## src/rtl/core/buzzer_tone_mixer_macros.svh

```systemverilog
// Assertion macros for the buzzer tone mixer.
// No dependencies; included by buzzer_tone_mixer.sv, the one file that checks its own logic.
`ifndef BUZZER_TONE_MIXER_MACROS_SVH
`define BUZZER_TONE_MIXER_MACROS_SVH
`ifndef SYNTHESIS
// Expression holds at every edge outside reset
`define BZM_ASSERT_HOLDS(label, clk, rst, expr) \
   label: assert property (@(posedge clk) disable iff (rst) (expr)) \
      else $error("bzm: check failed");
// Antecedent implies consequent in the same cycle
`define BZM_ASSERT_IMPLIES(label, clk, rst, ante, cons) \
   label: assert property (@(posedge clk) disable iff (rst) (ante) |-> (cons)) \
      else $error("bzm: check failed");
// Antecedent implies consequent in the next cycle
`define BZM_ASSERT_NEXT(label, clk, rst, ante, cons) \
   label: assert property (@(posedge clk) disable iff (rst) (ante) |=> (cons)) \
      else $error("bzm: check failed");
`else
`define BZM_ASSERT_HOLDS(label, clk, rst, expr)
`define BZM_ASSERT_IMPLIES(label, clk, rst, ante, cons)
`define BZM_ASSERT_NEXT(label, clk, rst, ante, cons)
`endif
`endif

```

## src/rtl/core/bzm_pkg.sv

```systemverilog
// Shared types and constants of the buzzer tone mixer.
// No dependencies; used by the divider, the sine table and the top level.
package bzm_pkg;

   // Transaction kinds on the request channel
   localparam logic REQ_SETTINGS = 1'b0;
   localparam logic REQ_TICK     = 1'b1;

   // Control register indexes and widths
   localparam int CSR_INDEX_W = 2;
   localparam int CSR_DATA_W  = 14;
   localparam logic [CSR_INDEX_W-1:0] CSR_BUZZ_LEVEL   = 2'd0;
   localparam logic [CSR_INDEX_W-1:0] CSR_LOWPASS_COEF = 2'd1;
   localparam logic [13:0] BUZZ_LEVEL_RST   = 14'd8000;
   localparam logic [7:0]  LOWPASS_COEF_RST = 8'd96;

   // Voice constants
   localparam int BUZZ_CLOCK_HZ  = 13000000;
   localparam int TONE_AMPLITUDE = 2600;
   localparam int ENV_FULL       = 256;
   localparam int ENV_DELTA      = 4;
   localparam int SINE_W         = 13;

   // Shared divider widths: dividend covers (13 MHz << 16), divisor the sample rate
   localparam int DIV_DIVIDEND_W = 40;
   localparam int DIV_DIVISOR_W  = 18;

   typedef struct packed {
      logic                      start;
      logic [DIV_DIVIDEND_W-1:0] dividend;
      logic [DIV_DIVISOR_W-1:0]  divisor;
   } div_req_type;

   typedef struct packed {
      logic                      busy;
      logic                      done;
      logic [DIV_DIVIDEND_W-1:0] quotient;
   } div_rsp_type;

endpackage

```

## src/rtl/core/buzzer_tone_mixer.sv

```systemverilog
// Buzzer and two-tone mixer over one shared 18x18 multiplier and a bit-serial divider.
// Tick: envelope, buzzer, low-pass filter, tones and scaling give a registered sample
// (no tones when silent); ready again once it is registered. Settings: up to four
// divider jobs of 40 quotient bits each. One transaction at a time; a full output
// register holds the sequencer in its last state until the waiting sample is taken.
// Reset (synchronous): registers to 8000 and 96, voice state and output valid cleared.
`include "buzzer_tone_mixer_macros.svh"
module buzzer_tone_mixer #(
   parameter int SAMPLE_RATE_HZ = 48000,
   parameter int SINE_ENTRIES   = 256
) (
   input  logic                               clock,
   input  logic                               reset,
   input  logic                               req_valid,
   output logic                               req_ready,
   input  logic                               req_type,
   input  logic                               req_buzz_enable,
   input  logic [15:0]                        req_buzz_divider,
   input  logic [15:0]                        req_tone1_hz,
   input  logic [15:0]                        req_tone2_hz,
   output logic                               rsp_valid,
   input  logic                               rsp_ready,
   output logic signed [15:0]                 rsp_pcm_sample,
   input  logic                               csr_wr_en,
   input  logic [bzm_pkg::CSR_INDEX_W-1:0]    csr_index,
   input  logic [bzm_pkg::CSR_DATA_W-1:0]     csr_wdata
);

   localparam int IW = $clog2(SINE_ENTRIES);
   localparam int NW = bzm_pkg::DIV_DIVIDEND_W;
   localparam int DW = bzm_pkg::DIV_DIVISOR_W;
   localparam logic [DW-1:0] RATE_DIVISOR = DW'(SAMPLE_RATE_HZ);
   localparam logic signed [17:0] SINE_N = 18'(SINE_ENTRIES);
   localparam logic [8:0] ENV_FULL  = 9'(bzm_pkg::ENV_FULL);
   localparam logic [8:0] ENV_DELTA = 9'(bzm_pkg::ENV_DELTA);

   typedef enum logic [3:0] {
      S_IDLE, S_DIV_START, S_DIV_WAIT, S_TICK, S_LP1_MUL, S_LP1_ADD, S_LP2_MUL,
      S_LP2_ADD, S_T1_MUL, S_T1_ROM, S_T2_MUL, S_T2_ROM, S_SCALE_MUL, S_SAT
   } state_type;

   typedef enum logic [1:0] {
      JOB_FREQ, JOB_BUZZ, JOB_TONE1, JOB_TONE2
   } job_type;

   // Cached step: nonzero quotient kept modulo 2^16 in 1..65536
   function automatic logic [16:0] fold_step(input logic [NW-1:0] q);
      logic [16:0] r;
      r = '0;
      if (q != '0) begin
         r = {(q[15:0] == 16'd0), q[15:0]};
      end
      return r;
   endfunction

   state_type state_ff, state_in;
   job_type   job_ff, job_in;

   logic [13:0]        buzz_level_ff, buzz_level_in;
   logic [7:0]         lowpass_coef_ff, lowpass_coef_in;
   logic [15:0]        buzz_phase_ff, buzz_phase_in;
   logic [15:0]        tone1_phase_ff, tone1_phase_in;
   logic [15:0]        tone2_phase_ff, tone2_phase_in;
   logic signed [15:0] lp1_ff, lp1_in;
   logic signed [15:0] lp2_ff, lp2_in;
   logic [8:0]         env_ff, env_in;
   logic               voiced_ff, voiced_in;
   logic [16:0]        buzz_step_ff, buzz_step_in;
   logic [16:0]        tone1_step_ff, tone1_step_in;
   logic [16:0]        tone2_step_ff, tone2_step_in;

   logic [15:0]        divider_ff, divider_in;
   logic [15:0]        f1_ff, f1_in;
   logic [15:0]        f2_ff, f2_in;
   logic               tone_on_ff, tone_on_in;
   logic [23:0]        freq_ff, freq_in;
   logic signed [14:0] sq_ff, sq_in;
   logic signed [17:0] acc_ff, acc_in;
   logic signed [35:0] prod_ff;
   logic               rsp_valid_ff, rsp_valid_in;
   logic signed [15:0] rsp_pcm_sample_ff, rsp_pcm_sample_in;

   logic               out_load;
   logic signed [17:0] mul_a, mul_b;
   logic signed [35:0] mul_p;
   logic signed [35:0] prod_sh;
   logic signed [14:0] level_s;
   logic               buzz_on, tone_on;
   logic [IW-1:0]      rom_addr;
   logic signed [bzm_pkg::SINE_W-1:0] rom_data;

   bzm_pkg::div_req_type div_req;
   bzm_pkg::div_rsp_type div_rsp;

   bzm_divider u_divider (
      .clock   (clock),
      .reset   (reset),
      .div_req (div_req),
      .div_rsp (div_rsp)
   );

   bzm_sine_rom #(
      .ENTRIES (SINE_ENTRIES)
   ) u_sine_rom (
      .rom_addr (rom_addr),
      .rom_data (rom_data)
   );

   // Shared multiplier operand selection; product always registered
   always_comb begin
      mul_a = '0;
      mul_b = '0;
      unique case (state_ff)
         S_LP1_MUL: begin
            mul_a = $signed({10'd0, lowpass_coef_ff});
            mul_b = $signed({{3{sq_ff[14]}}, sq_ff}) - $signed({{2{lp1_ff[15]}}, lp1_ff});
         end
         S_LP2_MUL: begin
            mul_a = $signed({10'd0, lowpass_coef_ff});
            mul_b = $signed({{2{lp1_ff[15]}}, lp1_ff}) - $signed({{2{lp2_ff[15]}}, lp2_ff});
         end
         S_T1_MUL: begin
            mul_a = $signed({2'd0, tone1_phase_ff});
            mul_b = SINE_N;
         end
         S_T2_MUL: begin
            mul_a = $signed({2'd0, tone2_phase_ff});
            mul_b = SINE_N;
         end
         // Scaling operands stay selected while the sample waits for the output register
         S_SCALE_MUL, S_SAT: begin
            mul_a = acc_ff;
            mul_b = $signed({9'd0, env_ff});
         end
         default: begin
            mul_a = '0;
            mul_b = '0;
         end
      endcase
   end

   assign mul_p    = mul_a * mul_b;
   assign prod_sh  = prod_ff >>> 8;
   assign rom_addr = prod_ff[16 +: IW];
   assign level_s  = $signed({1'b0, buzz_level_ff});
   assign buzz_on  = req_buzz_enable && (req_buzz_divider != 16'd0);
   assign tone_on  = (req_tone1_hz != 16'd0);
   assign out_load = (state_ff == S_SAT) && (!rsp_valid_ff || rsp_ready);

   // Divider request for the current job
   always_comb begin
      div_req.start    = (state_ff == S_DIV_START);
      div_req.dividend = '0;
      div_req.divisor  = RATE_DIVISOR;
      unique case (job_ff)
         JOB_FREQ: begin
            div_req.dividend = NW'(bzm_pkg::BUZZ_CLOCK_HZ);
            div_req.divisor  = DW'(divider_ff);
         end
         JOB_BUZZ:  div_req.dividend = {freq_ff, 16'd0};
         JOB_TONE1: div_req.dividend = {8'd0, f1_ff, 16'd0};
         JOB_TONE2: div_req.dividend = {8'd0, f2_ff, 16'd0};
         default:   div_req.dividend = '0;
      endcase
   end

   // Sequencer next state
   always_comb begin
      state_in          = state_ff;
      job_in            = job_ff;
      buzz_level_in     = buzz_level_ff;
      lowpass_coef_in   = lowpass_coef_ff;
      buzz_phase_in     = buzz_phase_ff;
      tone1_phase_in    = tone1_phase_ff;
      tone2_phase_in    = tone2_phase_ff;
      lp1_in            = lp1_ff;
      lp2_in            = lp2_ff;
      env_in            = env_ff;
      voiced_in         = voiced_ff;
      buzz_step_in      = buzz_step_ff;
      tone1_step_in     = tone1_step_ff;
      tone2_step_in     = tone2_step_ff;
      divider_in        = divider_ff;
      f1_in             = f1_ff;
      f2_in             = f2_ff;
      tone_on_in        = tone_on_ff;
      freq_in           = freq_ff;
      sq_in             = sq_ff;
      acc_in            = acc_ff;
      rsp_pcm_sample_in = rsp_pcm_sample_ff;
      rsp_valid_in      = rsp_ready ? 1'b0 : rsp_valid_ff;

      // Control register writes
      if (csr_wr_en) begin
         priority if (csr_index == bzm_pkg::CSR_BUZZ_LEVEL) begin
            buzz_level_in = csr_wdata[13:0];
         end else if (csr_index == bzm_pkg::CSR_LOWPASS_COEF) begin
            lowpass_coef_in = csr_wdata[7:0];
         end
      end

      unique case (state_ff)
         S_IDLE: begin
            if (req_valid) begin
               if (req_type == bzm_pkg::REQ_TICK) begin
                  state_in = S_TICK;
               end else begin
                  // Settings: latch the voice and, if anything is voiced, start the step divisions
                  voiced_in  = buzz_on || tone_on;
                  divider_in = req_buzz_divider;
                  f1_in      = req_tone1_hz;
                  f2_in      = req_tone2_hz;
                  tone_on_in = tone_on;
                  if (buzz_on || tone_on) begin
                     buzz_step_in  = '0;
                     tone1_step_in = '0;
                     tone2_step_in = '0;
                     job_in        = buzz_on ? JOB_FREQ : JOB_TONE1;
                     state_in      = S_DIV_START;
                  end
               end
            end
         end
         S_DIV_START: state_in = S_DIV_WAIT;
         S_DIV_WAIT: begin
            if (div_rsp.done) begin
               unique case (job_ff)
                  JOB_FREQ: begin
                     freq_in  = div_rsp.quotient[23:0];
                     job_in   = JOB_BUZZ;
                     state_in = S_DIV_START;
                  end
                  JOB_BUZZ: begin
                     buzz_step_in = fold_step(div_rsp.quotient);
                     job_in       = JOB_TONE1;
                     state_in     = tone_on_ff ? S_DIV_START : S_IDLE;
                  end
                  JOB_TONE1: begin
                     tone1_step_in = fold_step(div_rsp.quotient);
                     job_in        = JOB_TONE2;
                     state_in      = (f2_ff != 16'd0) ? S_DIV_START : S_IDLE;
                  end
                  JOB_TONE2: begin
                     tone2_step_in = fold_step(div_rsp.quotient);
                     state_in      = S_IDLE;
                  end
                  default: state_in = S_IDLE;
               endcase
            end
         end
         S_TICK: begin
            // Envelope step and buzzer square
            if (voiced_ff) begin
               if (env_ff < ENV_FULL) begin
                  env_in = env_ff + ENV_DELTA;
               end
            end else if (env_ff >= ENV_DELTA) begin
               env_in = env_ff - ENV_DELTA;
            end else begin
               env_in = '0;
            end
            buzz_phase_in = buzz_phase_ff + buzz_step_ff[15:0];
            if (buzz_step_ff == '0) begin
               sq_in = '0;
            end else begin
               sq_in = buzz_phase_in[15] ? -level_s : level_s;
            end
            state_in = S_LP1_MUL;
         end
         S_LP1_MUL: state_in = S_LP1_ADD;
         S_LP1_ADD: begin
            lp1_in   = lp1_ff + prod_sh[15:0];
            state_in = S_LP2_MUL;
         end
         S_LP2_MUL: state_in = S_LP2_ADD;
         S_LP2_ADD: begin
            lp2_in = lp2_ff + prod_sh[15:0];
            acc_in = $signed({{2{lp2_in[15]}}, lp2_in});
            // Silent envelope: tones hold, scaling by zero gives silence
            if (env_ff != '0) begin
               tone1_phase_in = tone1_phase_ff + tone1_step_ff[15:0];
               tone2_phase_in = tone2_phase_ff + tone2_step_ff[15:0];
               state_in       = S_T1_MUL;
            end else begin
               state_in = S_SCALE_MUL;
            end
         end
         S_T1_MUL: state_in = (tone1_step_ff != '0) ? S_T1_ROM : S_T2_MUL;
         S_T1_ROM: begin
            acc_in   = acc_ff + 18'(rom_data);
            state_in = S_T2_MUL;
         end
         S_T2_MUL: state_in = (tone2_step_ff != '0) ? S_T2_ROM : S_SCALE_MUL;
         S_T2_ROM: begin
            acc_in   = acc_ff + 18'(rom_data);
            state_in = S_SCALE_MUL;
         end
         S_SCALE_MUL: state_in = S_SAT;
         S_SAT: begin
            if (out_load) begin
               rsp_valid_in = 1'b1;
               if (prod_sh > 36'sd32767) begin
                  rsp_pcm_sample_in = 16'sh7FFF;
               end else if (prod_sh < -36'sd32768) begin
                  rsp_pcm_sample_in = 16'sh8000;
               end else begin
                  rsp_pcm_sample_in = prod_sh[15:0];
               end
               state_in = S_IDLE;
            end
         end
         default: state_in = S_IDLE;
      endcase
   end

   // State, voice registers and output register
   always_ff @(posedge clock) begin
      prod_ff           <= mul_p;
      divider_ff        <= divider_in;
      f1_ff             <= f1_in;
      f2_ff             <= f2_in;
      tone_on_ff        <= tone_on_in;
      freq_ff           <= freq_in;
      sq_ff             <= sq_in;
      acc_ff            <= acc_in;
      job_ff            <= job_in;
      rsp_pcm_sample_ff <= rsp_pcm_sample_in;
      if (reset) begin
         state_ff        <= S_IDLE;
         buzz_level_ff   <= bzm_pkg::BUZZ_LEVEL_RST;
         lowpass_coef_ff <= bzm_pkg::LOWPASS_COEF_RST;
         buzz_phase_ff   <= '0;
         tone1_phase_ff  <= '0;
         tone2_phase_ff  <= '0;
         lp1_ff          <= '0;
         lp2_ff          <= '0;
         env_ff          <= '0;
         voiced_ff       <= 1'b0;
         buzz_step_ff    <= '0;
         tone1_step_ff   <= '0;
         tone2_step_ff   <= '0;
         rsp_valid_ff    <= 1'b0;
      end else begin
         state_ff        <= state_in;
         buzz_level_ff   <= buzz_level_in;
         lowpass_coef_ff <= lowpass_coef_in;
         buzz_phase_ff   <= buzz_phase_in;
         tone1_phase_ff  <= tone1_phase_in;
         tone2_phase_ff  <= tone2_phase_in;
         lp1_ff          <= lp1_in;
         lp2_ff          <= lp2_in;
         env_ff          <= env_in;
         voiced_ff       <= voiced_in;
         buzz_step_ff    <= buzz_step_in;
         tone1_step_ff   <= tone1_step_in;
         tone2_step_ff   <= tone2_step_in;
         rsp_valid_ff    <= rsp_valid_in;
      end
   end

   assign req_ready      = (state_ff == S_IDLE);
   assign rsp_valid      = rsp_valid_ff;
   assign rsp_pcm_sample = rsp_pcm_sample_ff;

   // Envelope stays within full scale
   `BZM_ASSERT_HOLDS(a_env_range, clock, reset, env_ff <= ENV_FULL)
   // Divider is never left running once the sequencer is idle
   `BZM_ASSERT_IMPLIES(a_div_idle, clock, reset, state_ff == S_IDLE, !div_rsp.busy)
   // A silent envelope always yields a zero sample
   `BZM_ASSERT_NEXT(a_silent_zero, clock, reset, out_load && env_ff == '0, rsp_pcm_sample_ff == '0)

endmodule

```

## src/rtl/core/bzm_divider.sv

```systemverilog
// Bit-serial restoring divider, one quotient bit per cycle.
// Depends on bzm_pkg for widths and the request/status structs.
module bzm_divider (
   input  logic                 clock,
   input  logic                 reset,
   input  bzm_pkg::div_req_type div_req,
   output bzm_pkg::div_rsp_type div_rsp
);

   localparam int NW = bzm_pkg::DIV_DIVIDEND_W;
   localparam int DW = bzm_pkg::DIV_DIVISOR_W;
   localparam int CW = $clog2(NW);
   localparam logic [CW-1:0] LAST_STEP = CW'(NW - 1);

   logic [NW-1:0] quo_ff, quo_in;
   logic [DW-1:0] rem_ff, rem_in;
   logic [DW-1:0] divisor_ff, divisor_in;
   logic [CW-1:0] count_ff, count_in;
   logic          busy_ff, busy_in;
   logic          done_ff, done_in;
   logic [DW:0]   rem_shift;
   logic [DW+1:0] trial;

   // One restoring step: shift in the next dividend bit, subtract if it fits
   assign rem_shift = {rem_ff, quo_ff[NW-1]};
   assign trial     = {1'b0, rem_shift} - {2'b00, divisor_ff};

   always_comb begin
      quo_in     = quo_ff;
      rem_in     = rem_ff;
      divisor_in = divisor_ff;
      count_in   = count_ff;
      busy_in    = busy_ff;
      done_in    = 1'b0;
      if (div_req.start) begin
         quo_in     = div_req.dividend;
         rem_in     = '0;
         divisor_in = div_req.divisor;
         count_in   = '0;
         busy_in    = 1'b1;
      end else if (busy_ff) begin
         if (!trial[DW+1]) begin
            rem_in = trial[DW-1:0];
            quo_in = {quo_ff[NW-2:0], 1'b1};
         end else begin
            rem_in = rem_shift[DW-1:0];
            quo_in = {quo_ff[NW-2:0], 1'b0};
         end
         count_in = count_ff + 1'b1;
         if (count_ff == LAST_STEP) begin
            busy_in = 1'b0;
            done_in = 1'b1;
         end
      end
   end

   always_ff @(posedge clock) begin
      quo_ff     <= quo_in;
      rem_ff     <= rem_in;
      divisor_ff <= divisor_in;
      count_ff   <= count_in;
      if (reset) begin
         busy_ff <= 1'b0;
         done_ff <= 1'b0;
      end else begin
         busy_ff <= busy_in;
         done_ff <= done_in;
      end
   end

   assign div_rsp.busy     = busy_ff;
   assign div_rsp.done     = done_ff;
   assign div_rsp.quotient = quo_ff;

endmodule

```

## src/rtl/core/bzm_sine_rom.sv

```systemverilog
// Sine table of the tone voices (Bhaskara approximation, truncated toward zero).
// Depends on bzm_pkg for the amplitude; stores one quarter wave, ENTRIES a multiple of 4.
module bzm_sine_rom #(
   parameter int ENTRIES = 256
) (
   input  logic [$clog2(ENTRIES)-1:0]        rom_addr,
   output logic signed [bzm_pkg::SINE_W-1:0] rom_data
);

   localparam int IW = $clog2(ENTRIES);
   localparam int QN = ENTRIES / 4 + 1;
   localparam int KW = $clog2(QN);
   localparam int MW = bzm_pkg::SINE_W - 1;
   localparam logic [IW-1:0] HALF  = IW'(ENTRIES / 2);
   localparam logic [IW-1:0] QUART = IW'(ENTRIES / 4);

   logic [MW-1:0] quarter [QN];
   logic          neg_half;
   logic [IW-1:0] half_idx;
   logic [IW-1:0] quart_idx;
   logic [MW-1:0] mag;

   // Quarter-wave magnitudes worked out at elaboration
   for (genvar k = 0; k < QN; k++) begin : g_quarter
      localparam longint NUM = 360 * longint'(k) * (180 * longint'(ENTRIES) - 360 * longint'(k));
      localparam longint DEN = 40500 * longint'(ENTRIES) * longint'(ENTRIES) - NUM;
      localparam longint MAG = 4 * longint'(bzm_pkg::TONE_AMPLITUDE) * NUM / DEN;
      assign quarter[k] = MW'(MAG);
   end

   // Fold the address into the first quarter; second half is the negated first half
   assign neg_half  = (rom_addr >= HALF);
   assign half_idx  = neg_half ? (rom_addr - HALF) : rom_addr;
   assign quart_idx = (half_idx > QUART) ? (HALF - half_idx) : half_idx;
   assign mag       = quarter[quart_idx[KW-1:0]];
   assign rom_data  = neg_half ? -$signed({1'b0, mag}) : $signed({1'b0, mag});

endmodule

```

## config.mk

```make
export PLATFORM = sky130hd
export DESIGN_NAME = buzzer_tone_mixer
export DESIGN_NICKNAME = d
export VERILOG_FILES = /design/src/rtl/core/bzm_pkg.sv /design/src/rtl/core/buzzer_tone_mixer.sv /design/src/rtl/core/bzm_divider.sv /design/src/rtl/core/bzm_sine_rom.sv
export VERILOG_INCLUDE_DIRS = /design/src /design/src/rtl/core
export SDC_FILE = /design/constraint.sdc
export NUM_CORES = 2
export LEC_CHECK = 0
export ABC_AREA = 1
export BUFFER_PORTS_ARGS = -buffer_cell sky130_fd_sc_hd__buf_2
export CAP_MARGIN = 20
export CORE_UTILIZATION = 38
export CTS_BUF_LIST = sky130_fd_sc_hd__clkbuf_8
export CTS_CLUSTER_SIZE = 28
export DETAILED_ROUTE_END_ITERATION = 10
export SETUP_SLACK_MARGIN = 0.02
export SYNTH_ARGS = -nofsm -noshare
export SYNTH_HDL_FRONTEND = slang
export SYNTH_SLANG_ARGS = --single-unit
```

## constraint.sdc

```tcl
create_clock -name clock -period 15.9 [get_ports clock]
set_input_delay 1.59 -clock clock [delete_from_list [all_inputs] [get_ports clock]]
set_output_delay 1.59 -clock clock [all_outputs]
set_load 0.02 [all_outputs]
```

==> flow_results.xml <==
<?xml version="1.0" encoding="UTF-8"?>
<metrics>
  <group name="timing">
    <metric name="report.final.hold_viol_count" unit="">0</metric>
    <metric name="finalMaxSlewViolations" unit="">0</metric>
    <metric name="final_min_period_over_clock_period" unit="%">52.60</metric>
    <metric name="relSlewSlack" unit="%">31.18</metric>
    <metric name="fmax" unit="MHz">119.6</metric>
    <metric name="timing.final.setup_violations" unit="">0</metric>
    <metric name="skew" unit="ns">0.03849</metric>
    <metric name="rsz0062_at_grt" unit="">no</metric>
    <metric name="finalSetupTns" unit="ns">0</metric>
    <metric name="final.min_clock_period" unit="ns">8.363</metric>
    <metric name="tightestPinTransition" unit="ns">1.032</metric>
  </group>
  <group name="logic_synthesis">
    <metric name="synth_area_leaders" unit="">fa_1, edfxtp_1, dfxtp_1</metric>
    <metric name="synth-edff-count" unit="">180</metric>
    <metric name="dominant_combinational_cell_family_by_area_after_synthesis" unit="">adder cells</metric>
    <metric name="synth_cells" unit="">4419</metric>
    <metric name="asyncSetResetFlopFracSynth" unit="%">0</metric>
    <metric name="synth_compound_area_share" unit="%">13.48</metric>
    <metric name="ys.warnings.count" unit="">0</metric>
    <metric name="synthDominantCellAreaShare" unit="%">19.04</metric>
    <metric name="synthMuxAreaShare" unit="%">0</metric>
    <metric name="post_synthesis_instance_area" unit="mm²">0.03554</metric>
    <metric name="synth-xor-area-share" unit="%">3.003</metric>
    <metric name="ys_ff_latch" unit="">400</metric>
    <metric name="synth_area_per_cell" unit="µm²">8.043</metric>
    <metric name="synth.yosys.seq_area_share" unit="%">27.60</metric>
    <metric name="dominantRegCellSynth" unit="">dfxtp_1</metric>
    <metric name="synthSimpleGateAreaFrac" unit="%">17.18</metric>
    <metric name="synth_fa_ha_area_share" unit="%">27.66</metric>
    <metric name="synth_top_cell_by_area" unit="">fa_1</metric>
    <metric name="netlist-cell-type-count" unit="">70</metric>
  </group>
  <group name="place">
    <metric name="routability_congestion_estimate_from_global_placement" unit="">0.9014</metric>
    <metric name="io_buffer_count" unit="">88</metric>
    <metric name="dp.cells" unit="">5788</metric>
    <metric name="dp.final_hpwl" unit="mm">80.69</metric>
  </group>
  <group name="worst_setup_path">
    <metric name="cpMaxStageDelayCell" unit="">fa_1</metric>
    <metric name="critPathMaxStageDelay" unit="ns">0.54</metric>
    <metric name="cp_max_fo" unit="">13</metric>
    <metric name="worstPathArrival" unit="ns">8.92</metric>
    <metric name="crit_buf_inv" unit="">6</metric>
    <metric name="worst_path_most_repeated_cell" unit="">fa_1</metric>
    <metric name="timing.reg2reg.worst_path_depth" unit="">33</metric>
    <metric name="path_depth" unit="">33</metric>
    <metric name="worstSetupEndpointType" unit="">flop</metric>
    <metric name="worst_setup_path_start_kind" unit="">flop</metric>
    <metric name="crit_type" unit="">flop to flop</metric>
    <metric name="cp_data_required_time" unit="ns">16.46</metric>
    <metric name="ff2ff_setup_slack" unit="ns">7.54</metric>
    <metric name="critical-path-top-delay-family" unit="">adder cells</metric>
  </group>
  <group name="clocking">
    <metric name="clock_tree.buffer_depth" unit="">3</metric>
    <metric name="cts-buffers-inserted" unit="">73</metric>
    <metric name="postCtsHoldBufs" unit="">0</metric>
    <metric name="postCtsResizedCells" unit="">0</metric>
    <metric name="clock_insertion_delay_worst_skew" unit="ns">0.69</metric>
    <metric name="tritoncts_sink_count" unit="">400</metric>
    <metric name="htree_num_levels" unit="">3</metric>
    <metric name="clk_pin_slew" unit="ns">0.06</metric>
    <metric name="tritoncts" unit="">yes</metric>
    <metric name="cts.repair_timing.setup_buffer_count" unit="">0</metric>
    <metric name="cts_root_buffer" unit="">clkbuf_8</metric>
  </group>
  <group name="power">
    <metric name="leakagePower" unit="nW">19.26</metric>
    <metric name="vdd.ir_drop.worst" unit="µV">198.1</metric>
    <metric name="power.density_cell_area" unit="mW/mm²">193.7</metric>
  </group>
  <group name="route">
    <metric name="wl" unit="mm">101.3</metric>
    <metric name="post_drt_via_cell_ratio" unit="">4.993</metric>
    <metric name="drt_pre_antenna_iters" unit="">7</metric>
    <metric name="drc_errors" unit="">0</metric>
    <metric name="routed_length_per_instance" unit="µm">17.09</metric>
    <metric name="drt_first_iter_violations" unit="">2294</metric>
    <metric name="via_count" unit="">29580</metric>
    <metric name="post_drt_antenna_nets" unit="">0</metric>
  </group>
  <group name="global_routing">
    <metric name="global_route_wire_length_before_repair" unit="mm">160.0</metric>
    <metric name="globalRoute.totalOverflow" unit="">0</metric>
    <metric name="grt_pass1_vias" unit="">28700</metric>
    <metric name="grt_start_max_net_pins" unit="">82</metric>
    <metric name="grt_antenna_before_repair" unit="">5</metric>
    <metric name="global_route.usage.total" unit="%">21.61</metric>
  </group>
  <group name="cells_and_area">
    <metric name="register_area" unit="mm²">0.009809</metric>
    <metric name="final_layout_size_suffix_gt1_share" unit="%">6.987</metric>
    <metric name="area.growth.synth_to_final" unit="%">10.41</metric>
    <metric name="finalNonFillerCells" unit="">5925</metric>
    <metric name="fillers" unit="">9506</metric>
    <metric name="layout.core_utilization" unit="%">42.56</metric>
    <metric name="final_net_count" unit="">5276</metric>
    <metric name="multi_input_comb_area" unit="mm²">0.02224</metric>
  </group>
  <group name="floorplan">
    <metric name="boundaryPins" unit="">89</metric>
    <metric name="floorplan.initialDensity" unit="%">38.54</metric>
    <metric name="die_area" unit="mm²">0.09477</metric>
    <metric name="rows" unit="">111</metric>
    <metric name="die_w" unit="µm">307.8</metric>
    <metric name="floorplan.die.height" unit="µm">307.8</metric>
    <metric name="fp.coreArea" unit="mm²">0.09222</metric>
  </group>
  <group name="run_status">
    <metric name="run_status" unit="">completed</metric>
  </group>
  <group name="worst_hold_path">
    <metric name="min_path_type" unit="">flop to flop</metric>
    <metric name="worstHoldPathCells" unit="">0</metric>
  </group>
  <group name="job">
    <metric name="max_cap_violations" unit="">0</metric>
  </group>
</metrics>
## state kept, by name, indices dropped and copies added, names as in the netlist, 17 cells and up
signal and count:
tone1_step_ff 17, u_divider.quo_ff 40, buzz_step_ff 17, acc_ff 18, tone2_step_ff 17, freq_ff 24
u_divider.rem_ff 18, prod_ff 28
## report_power, final
part | internal (mW) | switching (mW) | leakage [nW] | total, mW
clock network | 0.511 | 0.474 | 0.842 | 0.985
logic | 1.76 | 3.28 | 15.0 | 5.04
registers | 1.39 | 0.193 | 3.45 | 1.58
## worst register-to-register path, delay by kind of cell, from the launching register on
family	cells	cell delay, ns
buffers and inverters	6	0.79
AO/OA/AOI/OAI	6	1.29
adder cells (fa/ha/maj)	8	3.83
AND/OR/NAND/NOR	13	1.98
flip-flops	1	0.39
## layer usage
| metal | up-vias | GRT usage (%) | wire (µm) |
|---|---|---|---|
| met5 | - | 0 | 13 |
| met4 | 2 | 6.456 | 2820 |
| met3 | 151 | 2.780 | 6241 |
| met2 | 844 | 33.75 | 44790 |
| met1 | 14070 | 31.05 | 47410 |
| li1 | 14520 | - | - |
## layout by cell type (no fill, tap or decap), drive strengths merged, types with 24 or more instances in the layout
cell type and n:
ha 245, clkbuf 85, nand3 169, o21ai 274
o211ai 47, a21oi 387, nor2 286, xor2 76
dfxtp 220, nor4 38, conb 112, edfxtp 180
nand4 24, nor3 51, nand2 827, buf 121
fa 338, xnor2 42, inv 955
## worst paths after layout
kind                              from          end
setup / recovery             lp1_ff[7]  prod_ff[33]
hold / removal    u_divider.quo_ff[15]  freq_ff[15]
setup reg to reg             lp1_ff[7]  prod_ff[33]
hold reg to reg   u_divider.quo_ff[15]  freq_ff[15]
## synthesized netlist by cell type, types with 23 or more instances
cell,n
xnor2_1,41
a21oi_1,385
o21ai_0,253
nor4_1,37
dfxtp_1,220
nand3_1,160
edfxtp_1,180
nor3_1,51
nand4_1,24
nand2_1,809
clkbuf_1,80
fa_1,338
ha_1,245
inv_1,904
o211ai_1,47
a31oi_1,23
nor2_1,273
xor2_1,74
## metrics by stage
stage | power (mW) | hold slack, ns | instance area, µm² | worst slack (ns)
after floorplan | 5.326 | 0.4227 | 35960 | 8.809
after global placement | 6.574 | 0.4299 | 37780 | 7.594
after detailed placement | 6.582 | 0.4362 | 37780 | 7.540
after CTS | 7.606 | 0.4495 | 39210 | 7.512
after global routing | 8.416 | 0.4550 | 39250 | 6.852
final | 7.603 | 0.4502 | 39250 | 7.537
## final cells by class
cell class	instances	area share (%)
multi-input cells	3095	56.67
flip-flops and latches	400	25.00
inverters	931	8.917
well taps	1243	3.963
clock buffers	85	2.981
repair buffers	121	1.785
clock inverters	48	0.6791
diodes	2	0.01275
## logic make-up after synthesis
kind of cell               Yosys count
adders and majority gates          583
other                                2
AOI/OAI and AO/OA                  848
DFF                                400
buffers and inverters             1034
xor gates and xnor gates           118
and+or+nand+nor                   1434
No activity file was read; power rests on OpenSTA's default activity.
